===== src/hw/rtl/dosdt_pkg.sv =====
// dosdt_pkg: shared types, constants and calendar tables for the dos date-time converter
`timescale 1ns / 1ps
package dosdt_pkg;

    // field masks of the dos word
    localparam logic [4:0] SecMask  = 5'h1f;
    localparam logic [5:0] MinMask  = 6'h3f;
    localparam logic [4:0] HourMask = 5'h1f;
    localparam logic [4:0] DayMask  = 5'h1f;
    localparam logic [3:0] MonMask  = 4'h0f;
    localparam int unsigned YearBase = 80;   // dos year 0 is 1900 + 80

    // year offsets are counted from 1600 so that the 400-year cycle starts at zero
    localparam int unsigned EraYear   = 1600;
    localparam logic [8:0]  KBase     = 9'(1900 + YearBase - 1 - EraYear);
    // days from 1600-03-01 count origin to 1970-01-01, less the 1600 head start
    localparam logic [17:0] DayBias   = 18'd135080;
    localparam logic [32:0] SecPerDay = 33'd86400;
    localparam logic [16:0] SecPerHr  = 17'd3600;
    localparam logic [16:0] SecPerMin = 17'd60;
    // floor(k / 100) for k below 512 is (k * Div100Mul) >> Div100Sh
    localparam logic [5:0]  Div100Mul = 6'd41;
    localparam int unsigned Div100Sh  = 12;
    localparam logic [8:0]  Year400   = 9'd400;

    typedef struct packed {
        logic [1:0] adj;   // year shift relative to year-1979
        logic [3:0] mp;    // month index with march as zero
    } t_mon_map;

    typedef struct packed {
        logic       valid;
        logic [8:0] k;       // march-based year minus 1600
        logic [8:0] cum;     // days before the month in the march-based year
        logic [4:0] day;
        logic [4:0] hour;
        logic [5:0] minute;
        logic [4:0] sec2;
    } t_s1;

    typedef struct packed {
        logic        valid;
        logic [15:0] days;   // days since the epoch
        logic [16:0] tod;    // seconds within the day, may exceed one day
    } t_s2;

    typedef struct packed {
        logic        valid;
        logic [32:0] prod;
        logic [16:0] tod;
    } t_s3;

    // month field to march-based month and year shift, with wrap of out-of-range months
    function automatic t_mon_map month_map(input logic [3:0] mon);
        t_mon_map m;
        case (mon) inside
            4'd0:           begin m.adj = 2'd0; m.mp = 4'd9;  end
            4'd1:           begin m.adj = 2'd0; m.mp = 4'd10; end
            4'd2:           begin m.adj = 2'd0; m.mp = 4'd11; end
            [4'd3:4'd12]:   begin m.adj = 2'd1; m.mp = mon - 4'd3; end
            4'd13:          begin m.adj = 2'd1; m.mp = 4'd10; end
            4'd14:          begin m.adj = 2'd1; m.mp = 4'd11; end
            default:        begin m.adj = 2'd2; m.mp = 4'd0;  end
        endcase
        return m;
    endfunction

    // days before month mp in a year that starts in march
    function automatic logic [8:0] cum_days(input logic [3:0] mp);
        logic [8:0] c;
        case (mp)
            4'd0:    c = 9'd0;
            4'd1:    c = 9'd31;
            4'd2:    c = 9'd61;
            4'd3:    c = 9'd92;
            4'd4:    c = 9'd122;
            4'd5:    c = 9'd153;
            4'd6:    c = 9'd184;
            4'd7:    c = 9'd214;
            4'd8:    c = 9'd245;
            4'd9:    c = 9'd275;
            4'd10:   c = 9'd306;
            4'd11:   c = 9'd337;
            default: c = 9'd0;
        endcase
        return c;
    endfunction

endpackage


===== src/hw/rtl/dosdt_unpack.sv =====
// dosdt_unpack: first stage, splits the dos word and maps the month
`timescale 1ns / 1ps
module dosdt_unpack
    import dosdt_pkg::*;
(
    input  logic        i_clk,
    input  logic        i_rst_n,
    input  logic        i_valid,
    input  logic [31:0] i_word,
    output t_s1         o_s1
);

    t_s1      r_s1;
    t_s1      n_s1;
    t_mon_map w_map;

    always_comb begin
        w_map        = month_map(i_word[24:21] & MonMask);
        n_s1.valid   = i_valid;
        n_s1.k       = 9'(i_word[31:25]) + KBase + 9'(w_map.adj);
        n_s1.cum     = cum_days(w_map.mp);
        n_s1.day     = i_word[20:16] & DayMask;
        n_s1.hour    = i_word[15:11] & HourMask;
        n_s1.minute  = i_word[10:5] & MinMask;
        n_s1.sec2    = i_word[4:0] & SecMask;
    end

    // only the valid bit is reset, the data fields just follow
    always_ff @(posedge i_clk) begin
        if (!i_rst_n) begin
            r_s1.valid <= 1'b0;
        end else begin
            r_s1.valid <= n_s1.valid;
        end
        r_s1.k      <= n_s1.k;
        r_s1.cum    <= n_s1.cum;
        r_s1.day    <= n_s1.day;
        r_s1.hour   <= n_s1.hour;
        r_s1.minute <= n_s1.minute;
        r_s1.sec2   <= n_s1.sec2;
    end

    assign o_s1 = r_s1;

endmodule


===== src/hw/rtl/dosdt_days.sv =====
// dosdt_days: second stage, day count since the epoch and seconds of the day
`timescale 1ns / 1ps
module dosdt_days
    import dosdt_pkg::*;
(
    input  logic i_clk,
    input  logic i_rst_n,
    input  t_s1  i_s1,
    output t_s2  o_s2
);

    t_s2         r_s2;
    t_s2         n_s2;
    logic [17:0] w_k365;
    logic [14:0] w_k41;
    logic [2:0]  w_q100;
    logic [17:0] w_pos;
    logic [17:0] w_neg;
    logic [17:0] w_days;

    always_comb begin
        w_k365 = 18'(i_s1.k) * 18'd365;
        w_k41  = 15'(i_s1.k) * 15'(Div100Mul);
        w_q100 = 3'(w_k41 >> Div100Sh);
        // leap days: k/4 - k/100 + k/400, and k stays below 800
        w_pos  = w_k365 + 18'(i_s1.k >> 2) + 18'(i_s1.k >= Year400)
               + 18'(i_s1.cum) + 18'(i_s1.day);
        w_neg  = 18'(w_q100) + 18'd1 + DayBias;
        w_days = w_pos - w_neg;

        n_s2.valid = i_s1.valid;
        n_s2.days  = w_days[15:0];
        n_s2.tod   = 17'(i_s1.hour) * SecPerHr + 17'(i_s1.minute) * SecPerMin
                   + {11'd0, i_s1.sec2, 1'b0};
    end

    always_ff @(posedge i_clk) begin
        if (!i_rst_n) begin
            r_s2.valid <= 1'b0;
        end else begin
            r_s2.valid <= n_s2.valid;
        end
        r_s2.days <= n_s2.days;
        r_s2.tod  <= n_s2.tod;
    end

    assign o_s2 = r_s2;

endmodule


===== src/hw/rtl/dosdt_scale.sv =====
// dosdt_scale: third and fourth stages, days to seconds and final sum
`timescale 1ns / 1ps
module dosdt_scale
    import dosdt_pkg::*;
(
    input  logic        i_clk,
    input  logic        i_rst_n,
    input  t_s2         i_s2,
    output logic        o_valid,
    output logic [32:0] o_seconds
);

    t_s3         r_s3;
    t_s3         n_s3;
    logic        r_valid;
    logic [32:0] r_seconds;
    logic [32:0] n_seconds;

    always_comb begin
        n_s3.valid = i_s2.valid;
        n_s3.prod  = 33'(i_s2.days) * SecPerDay;
        n_s3.tod   = i_s2.tod;
        n_seconds  = r_s3.prod + 33'(r_s3.tod);
    end

    always_ff @(posedge i_clk) begin
        if (!i_rst_n) begin
            r_s3.valid <= 1'b0;
            r_valid    <= 1'b0;
        end else begin
            r_s3.valid <= n_s3.valid;
            r_valid    <= r_s3.valid;
        end
        r_s3.prod <= n_s3.prod;
        r_s3.tod  <= n_s3.tod;
        r_seconds <= n_seconds;
    end

    assign o_valid   = r_valid;
    assign o_seconds = r_seconds;

endmodule


===== src/hw/rtl/dos_datetime_to_unix_seconds.sv =====
// dos_datetime_to_unix_seconds: top level, dos date-time word to unix seconds
// throughput: one word per cycle, busy never rises, four stages are always moving
// stage cut: unpack and month map, day count, multiply by seconds per day, final add
// reset: synchronous active low, clears the stage valid bits only
// the receiver cannot stall, so nothing holds the pipeline
`timescale 1ns / 1ps
module dos_datetime_to_unix_seconds
    import dosdt_pkg::*;
(
    input  logic        i_clk,
    input  logic        i_rst_n,
    input  logic        start,
    output logic        busy,
    input  logic [31:0] i_packed_datetime,
    output logic        o_valid,
    output logic [32:0] o_epoch_seconds
);

    t_s1 w_s1;
    t_s2 w_s2;

    assign busy = 1'b0;

    dosdt_unpack u_unpack (
        .i_clk   (i_clk),
        .i_rst_n (i_rst_n),
        .i_valid (start & ~busy),
        .i_word  (i_packed_datetime),
        .o_s1    (w_s1)
    );

    dosdt_days u_days (
        .i_clk   (i_clk),
        .i_rst_n (i_rst_n),
        .i_s1    (w_s1),
        .o_s2    (w_s2)
    );

    dosdt_scale u_scale (
        .i_clk     (i_clk),
        .i_rst_n   (i_rst_n),
        .i_s2      (w_s2),
        .o_valid   (o_valid),
        .o_seconds (o_epoch_seconds)
    );

    // every accepted word comes out with its strobe once it has passed through the pipeline registers
    a_latency : assert property (@(posedge i_clk) disable iff (!i_rst_n)
        (start && !busy) |-> ##4 o_valid)
        else $error("missing strobe four cycles after accept");

    // no strobe without an accepted word at the pipeline input, matched by the same depth
    a_no_extra : assert property (@(posedge i_clk) disable iff (!i_rst_n)
        (o_valid && $past(i_rst_n, 1) && $past(i_rst_n, 2) && $past(i_rst_n, 3)
         && $past(i_rst_n, 4)) |-> $past(start, 4))
        else $error("strobe without accepted word");

    // earliest reachable date is 1979-11-30, so the day count never wraps
    a_floor : assert property (@(posedge i_clk) disable iff (!i_rst_n)
        o_valid |-> (o_epoch_seconds >= 33'd312768000))
        else $error("epoch seconds below earliest date");

    // the day stage result never reaches past 2108
    a_days_range : assert property (@(posedge i_clk) disable iff (!i_rst_n)
        w_s2.valid |-> (w_s2.days <= 16'd50830 && w_s2.days >= 16'd3620))
        else $error("day count out of range");

endmodule


===== config.mk =====
export PLATFORM = sky130hd
export DESIGN_NAME = dos_datetime_to_unix_seconds
export DESIGN_NICKNAME = d
export VERILOG_FILES = /design/src/hw/rtl/dosdt_pkg.sv /design/src/hw/rtl/dosdt_unpack.sv /design/src/hw/rtl/dosdt_days.sv /design/src/hw/rtl/dosdt_scale.sv /design/src/hw/rtl/dos_datetime_to_unix_seconds.sv
export SDC_FILE = /design/constraint.sdc
export NUM_CORES = 1
export LEC_CHECK = 0
export ABC_AREA = 0
export BUFFER_PORTS_ARGS = -buffer_cell sky130_fd_sc_hd__buf_2
export CAP_MARGIN = 20
export CORE_MARGIN = 3
export CORE_UTILIZATION = 55
export CTS_BUF_LIST = sky130_fd_sc_hd__clkbuf_2
export CTS_CLUSTER_SIZE = 40
export DETAILED_ROUTE_END_ITERATION = 10
export GPL_ROUTABILITY_DRIVEN = 0
export MAX_ROUTING_LAYER = met4
export PLACE_DENSITY_LB_ADDON = 0.2
export REMOVE_ABC_BUFFERS = 1
export SLEW_MARGIN = 10
export SYNTH_ARGS = -nofsm -noshare
export SYNTH_HDL_FRONTEND = slang
export SYNTH_HIERARCHICAL = 1
export SYNTH_SLANG_ARGS = --single-unit

===== constraint.sdc =====
create_clock -name i_clk -period 5.4 [get_ports i_clk]
set_input_delay 0.81 -clock i_clk [delete_from_list [all_inputs] [get_ports i_clk]]
set_output_delay 0.81 -clock i_clk [all_outputs]
set_load 0.03 [all_outputs]

==> metrics, run 1 <==
maximum number of pins on one net before global-route repair=17; count of vias placed by the detailed router=about 8100; worst endpoint required time=a little over 6 ns; post-synthesis average cell area=between 10 and 15 um2; deepest clock path buffer count=2; Synth Register Bits=around 150; number of CTS-inserted buffers=17; first-pass GRT wire length=37200 um; Netlist Area Pre-Place=roughly 12000 um2; floorplan die area=between 20000 and 25000 um2; commonest cells after routing, fill and taps aside=ha_1 (230), inv_1 (215), dfxtp_1 (146), fa_1 (98), buf_2 (68); worst setup slack after layout=-0.247 ns; horizontal extent of the die=154 um; failing checks=negative setup slack; share of cells above drive strength 1=between 10% and 20%; clock-pin slew of the registers on the worst-case setup and hold paths=around 0.28 ns; Tcrit/Tclk final=105%; category of the most critical setup path=reg -> reg; count of synthesis-stage warnings from yosys=6; count of standard-cell rows=53; count of input and output buffers=between 60 and 70; final-report hold violation count=0; CP endpoint kind=register; number of antenna violations at the first check in global routing=1; via count of the first global-routing pass=approximately 8200; count of different cell masters after synthesis=72; Clock Skews=0.0455 ns; unrepaired setup endpoints after global routing=true; effective utilization at floorplan=a little under three fifths; clock latency at the later pin of the worst-skew pair=~0.73 ns; total placed cells including tap cells=1544; data arrival time of the critical path=6.32 ns; length of the first detailed-routing pass in iterations=4; routed vias/inst=5.10; area share of the leading cell type in the synthesized netlist=~26%; remaining design rule violation count=0; fin. max-slew vios=0; antenna-violating nets left=0; Final #Nets=roughly 1700; layout-stage area growth over the synthesis result=12.5%; total gr overflow=0; result of the run=complete, but fails checks; category of the worst setup path launch point=register; prevailing post-synth register cell=dfxtp_1; maximum level of the CTS H-tree=4; biggest area contributors in the synthesized netlist=ha_1 (26%), dfxtp_1 (25%), fa_1 (17%); number of top-level pins=70; Peak Freq=roughly 180 MHz; routed length per instance=around 13 um; non-filler cells, final=1584; max-capacitance violation count=0; total global-route track usage=between 10% and 20%; aggregate routed wire length=21000 um; CTS tree=yes; die outline height=between 150 and 200 um; final setup violating endpoints=7; drt initial violations=295; shortest period the worst path allows=roughly 5.6 ns; placed wire-length estimate=17000 um; classification of the worst-slack hold path=in -> reg; library cell occupying the most area in the post-synthesis netlist=ha_1; number of flops mapped to enable cells by yosys=0; placeable core area=21300 um2; proportion of register bits with asynchronous set or reset after synthesis=0%; clock sink total=roughly 150; Post-Syn Instances=~1200; most common cell after layout, fill and taps aside=ha_1; setup total negative slack=-1.27 ns; maximum fanout along the worst path=3; sequential area share after synthesis=approximately 25%; WHS=about 0.15 ns; Root Driver=clkbuf_2
==> cells in the mapped netlist, drive strengths merged, types with 3 or more instances <==
library cell and instances:
ha 248, inv 221, dfxtp 151, fa 100, a21oi 66, xnor2 55
nor2 36, o21ai 33, nand2 31, xor2 25, a21o 23, nand3 17
and2 14, and3 11, nor3 10, a211oi 9, a31oi 9, nand2b 9
o21bai 9, nor2b 8, buf 7, o21a 7, or2 7, a31o 6
nand4 6, o31a 5, a21boi 4, o211ai 4, or3 4, a311oi 3
o311ai 3, o41ai 3
==> metrics by stage <==
stage          utilization, %  instance area (um2)  setup slack (ns)
2_1_floorplan               -                12000            -0.441
3_3_place_gp             60.5                12900            -0.337
3_5_place_dp             60.5                12900            -0.517
4_1_cts                  63.0                13400            -0.191
5_1_grt                  63.6                13500            -0.472
6_report                 63.6                13500            -0.247
==> kinds of logic after synthesis <==
kind of cell / share of synthesized area (%)
AND/OR/NAND/NOR: 7.17
XOR/XNOR: 5.82
flip-flops: 25.1
buffers and inverters: 7.41
adder cells (fa/ha/maj): 42.4
multiplexers: 0.270
AO/OA/AOI/OAI: 11.8
other: 0.0624
==> final timing paths <==
| check | startpoint | end | slack (ns) | cells after the start |
|---|---|---|---|---|
| max | u_unpack/o_s1[33] | u_days/o_s2[25] | -0.25 | 22 |
| max reg2reg | u_unpack/o_s1[33] | u_days/o_s2[25] | -0.25 | 22 |
| min | i_packed_datetime[0] | u_unpack/o_s1[0] | 0.15 | 1 |
| min reg2reg | u_days/o_s2[10] | u_scale/r_s3[10] | 0.33 | 0 |
==> flip-flops by register name (all words and copies together) (netlist names) <==
register           flops
u_unpack/o_s1         40
u_scale/o_seconds     33
u_scale/r_s3          44
u_scale/o_valid        1
u_days/o_s2           33
==> layout make-up <==
cell class / instances / area [um2]
Multi-Input combinational cell: 800 / 8430
Antenna cell: 1 / 2.50
Clock buffer: 17 / 85.1
Sequential cell: 151 / 3040
Inverter: 221 / 830
Fill cell: 1765 / 7740
Tap cell: 275 / 344
Clock inverter: 15 / 184
Timing Repair Buffer: 104 / 626
==> timing repair <==
| item | CTS | global route |
|---|---|---|
| hold buffers | 0 | 0 |
| cloned | 0 | 0 |
| setup buffers | 2 | 5 |
| pin swaps | 23 | 14 |
| endpoints found under the setup margin | 10 | 10 |
| resized for setup | 46 | 18 |
==> routing by layer <==
layer | global-route usage [%] | wire [um] | vias up | share of wire (%)
li1 | - | - | 4174 | -
met1 | 24.5 | 9700 | 3722 | 46
met2 | 31.9 | 10100 | 146 | 48
met3 | 3.18 | 721 | 30 | 3.4
met4 | 5.55 | 435 | 0 | 2.1
met5 | - | 0 | - | 0
==> worst max-delay path: stages, from the launching register on <==
cell and delay (ns):
dfxtp_4 0.43, ha_4 0.24, fa_1 0.51, ha_4 0.30
ha_2 0.26, o2111a_1 0.26, a211o_1 0.34, a31o_4 0.25
xor2_2 0.14, ha_2 0.19, inv_2 0.04, ha_4 0.25
inv_2 0.03, fa_1 0.52, inv_2 0.04, fa_1 0.57
ha_4 0.22, nor2b_4 0.13, o31a_1 0.29, buf_4 0.16
o21a_1 0.18, nor2_1 0.12, xnor2_1 0.12
Power of run 1 is left out: the tool's default activity adds up to more than one toggle a clock period on the data nets, which glitch-free logic cannot reach.
==> inputs of run 2 (changes only) <==
--- a/config.mk
+++ b/config.mk
@@ -9,7 +9,7 @@
 export BUFFER_PORTS_ARGS = -buffer_cell sky130_fd_sc_hd__buf_2
 export CAP_MARGIN = 20
 export CORE_MARGIN = 3
-export CORE_UTILIZATION = 55
+export CORE_UTILIZATION = 45
 export CTS_BUF_LIST = sky130_fd_sc_hd__clkbuf_2
 export CTS_CLUSTER_SIZE = 40
 export DETAILED_ROUTE_END_ITERATION = 10
@@ -17,6 +17,7 @@
 export MAX_ROUTING_LAYER = met4
 export PLACE_DENSITY_LB_ADDON = 0.2
 export REMOVE_ABC_BUFFERS = 1
+export SKIP_CTS_REPAIR_TIMING = 1
 export SLEW_MARGIN = 10
 export SYNTH_ARGS = -nofsm -noshare
 export SYNTH_HDL_FRONTEND = slang
==> constraint.sdc (replaced) <==
create_clock -name i_clk -period 5.5 [get_ports i_clk]
set_input_delay 0.825 -clock i_clk [delete_from_list [all_inputs] [get_ports i_clk]]
set_output_delay 0.825 -clock i_clk [all_outputs]
set_load 0.03 [all_outputs]
==> metrics, run 2 (synthesis gave the netlist of run 1 again) <==
result of the run=complete, but fails checks; failing checks=negative setup slack; first-pass GRT wire length=36900 um (-1.1%); Final #Nets=1671 (-0.42%); floorplan die area=28800 um2 (+21%); worst endpoint required time=6.13 ns (+0.05 ns); aggregate routed wire length=21200 um (+1.0%); gate family responsible for the most delay along the worst path=adder cells; count of vias placed by the detailed router=7922 (-1.9%); remaining design rule violation count=0 (unchanged); number of buffer and inverter stages on the critical path=4 (unchanged); cell at the slowest stage of the critical path=fa_1; WHS=0.147 ns (+0.00106 ns); clock latency at the later pin of the worst-skew pair=0.74 ns (about the same); final-report hold violation count=0 (unchanged); Peak Freq=178 MHz (+0.36%); routed length per instance=12.9 um (-2.3%); cell count of the worst reg-to-reg path=23 (+4.5%); placed wire-length estimate=17400 um (+2.7%); share of cells above drive strength 1=15.4% (-1.1 points); unrepaired setup endpoints after global routing=true; total global-route track usage=15.9% (-3.3 points); max-capacitance violation count=0 (unchanged); most frequent CP cell=ha_4; antenna-violating nets left=0 (unchanged); classification of the worst-slack hold path=in -> reg; most common cell after layout, fill and taps aside=ha_1; CTS tree=yes; clock sink total=151 (unchanged); worst setup slack after layout=-0.127 ns (+0.120 ns); busiest layer in global routing=met2; clock-pin slew of the registers on the worst-case setup and hold paths=0.28 ns (about the same); category of the worst setup path launch point=register; number of antenna violations at the first check in global routing=1 (unchanged); max reg flops=44 (unchanged); post-place setup slack=-0.325 ns (+0.192 ns); met3 track demand over resource in global routing=2.63% (-0.55 points); drt initial violations=257 (-13%); length of the first detailed-routing pass in iterations=4 (unchanged); grt met1 use=20.6% (-3.9 points); CP endpoint kind=register; Root Driver=clkbuf_2; data arrival time of the critical path=6.26 ns (-0.06 ns); category of the most critical setup path=reg -> reg; via count of the first global-routing pass=8114 (-1.6%); commonest cells after routing, fill and taps aside=ha_1 (232), inv_1 (216), dfxtp_1 (146), fa_1 (99), buf_2 (68); maximum fanout along the worst path=3 (unchanged); shortest period the worst path allows=5.63 ns (-0.0201 ns); maximum number of pins on one net before global-route repair=17 (unchanged); horizontal extent of the die=170 um (+10%); placeable core area=26200 um2 (+23%); number of gates on the worst path with buffers counted=23 (+4.5%); Clock Skews=0.0421 ns (-0.00338 ns); Tcrit/Tclk final=102% (-2.3 points); deepest clock path buffer count=2 (unchanged); count of standard-cell rows=59 (+11%); fin. max-slew vios=0 (unchanged); final setup violating endpoints=7 (unchanged); slowest stage delay, CP=0.54 ns (-0.03 ns); crit path cell chain=ha_4, fa_1, ha_4, ha_4, a211oi_2, o21ai_1, a211o_1, a31o_4, xor2_2, ha_2, inv_2, ha_4, inv_2, fa_1, inv_2, fa_1, ha_4, nor2b_4, o31a_1, o221ai_2, buf_4, a21oi_2, xor2_1; routed vias/inst=4.84 (-5.0%); maximum level of the CTS H-tree=4 (unchanged); count of input and output buffers=68 (unchanged); layout-stage area growth over the synthesis result=11.8%; effective utilization at floorplan=45.9% (-11 points); met2 Resource Use GR=26.1% (-5.8 points); number of filler instances in the final layout=2398 (+36%); die outline height=170 um (+10%); register with the most flip-flops=u_scale/r_s3; total gr overflow=0 (unchanged); Hold Path Stages=1 (unchanged); number of CTS-inserted buffers=17 (unchanged); number of top-level pins=70 (unchanged)
==> run 2: final cells by class <==
cell class | count | area [um2] | share of cell area (%)
Multi-Input combinational cell | 800 | 8320 | 61.8
Timing Repair Buffer | 97 | 573 | 4.26
Clock inverter | 15 | 203 | 1.51
Antenna cell | 1 | 2.50 | 0.0186
Clock buffer | 17 | 85.1 | 0.632
Tap cell | 335 | 419 | 3.11
Sequential cell | 151 | 3040 | 22.6
Inverter | 221 | 830 | 6.16
==> run 2: metrics by stage <==
step | TNS, ns | instances | instance area, um2 | util, %
4_1_cts | -2.85 | 1634 | 13200 | 50.5
6_report | -0.661 | 1637 | 13500 | 51.4
3_3_place_gp | -1.31 | 1602 | 12900 | 49.4
3_5_place_dp | -2.00 | 1602 | 12900 | 49.4
2_1_floorplan | -1.57 | 1172 | 12000 | -
5_1_grt | -1.92 | 1637 | 13500 | 51.4
==> run 2: worst paths after layout <==
path | start | slack (ns) | to
max | u_unpack/o_s1[32] | -0.13 | u_days/o_s2[31]
min | i_packed_datetime[8] | 0.15 | u_unpack/o_s1[8]
max reg2reg | u_unpack/o_s1[32] | -0.13 | u_days/o_s2[31]
min reg2reg | u_days/o_s2[9] | 0.33 | u_scale/r_s3[9]
==> run 2: layer usage <==
metal  up-vias  routed length (um)  share of wire (%)
li1       4159                   -                  -
met1      3647               10200                 48
met2        92               10200                 48
met3        24                 498                2.3
met4         0                 312                1.5
met5         -                   0                  0
Power of run 2 is left out for the same reason.
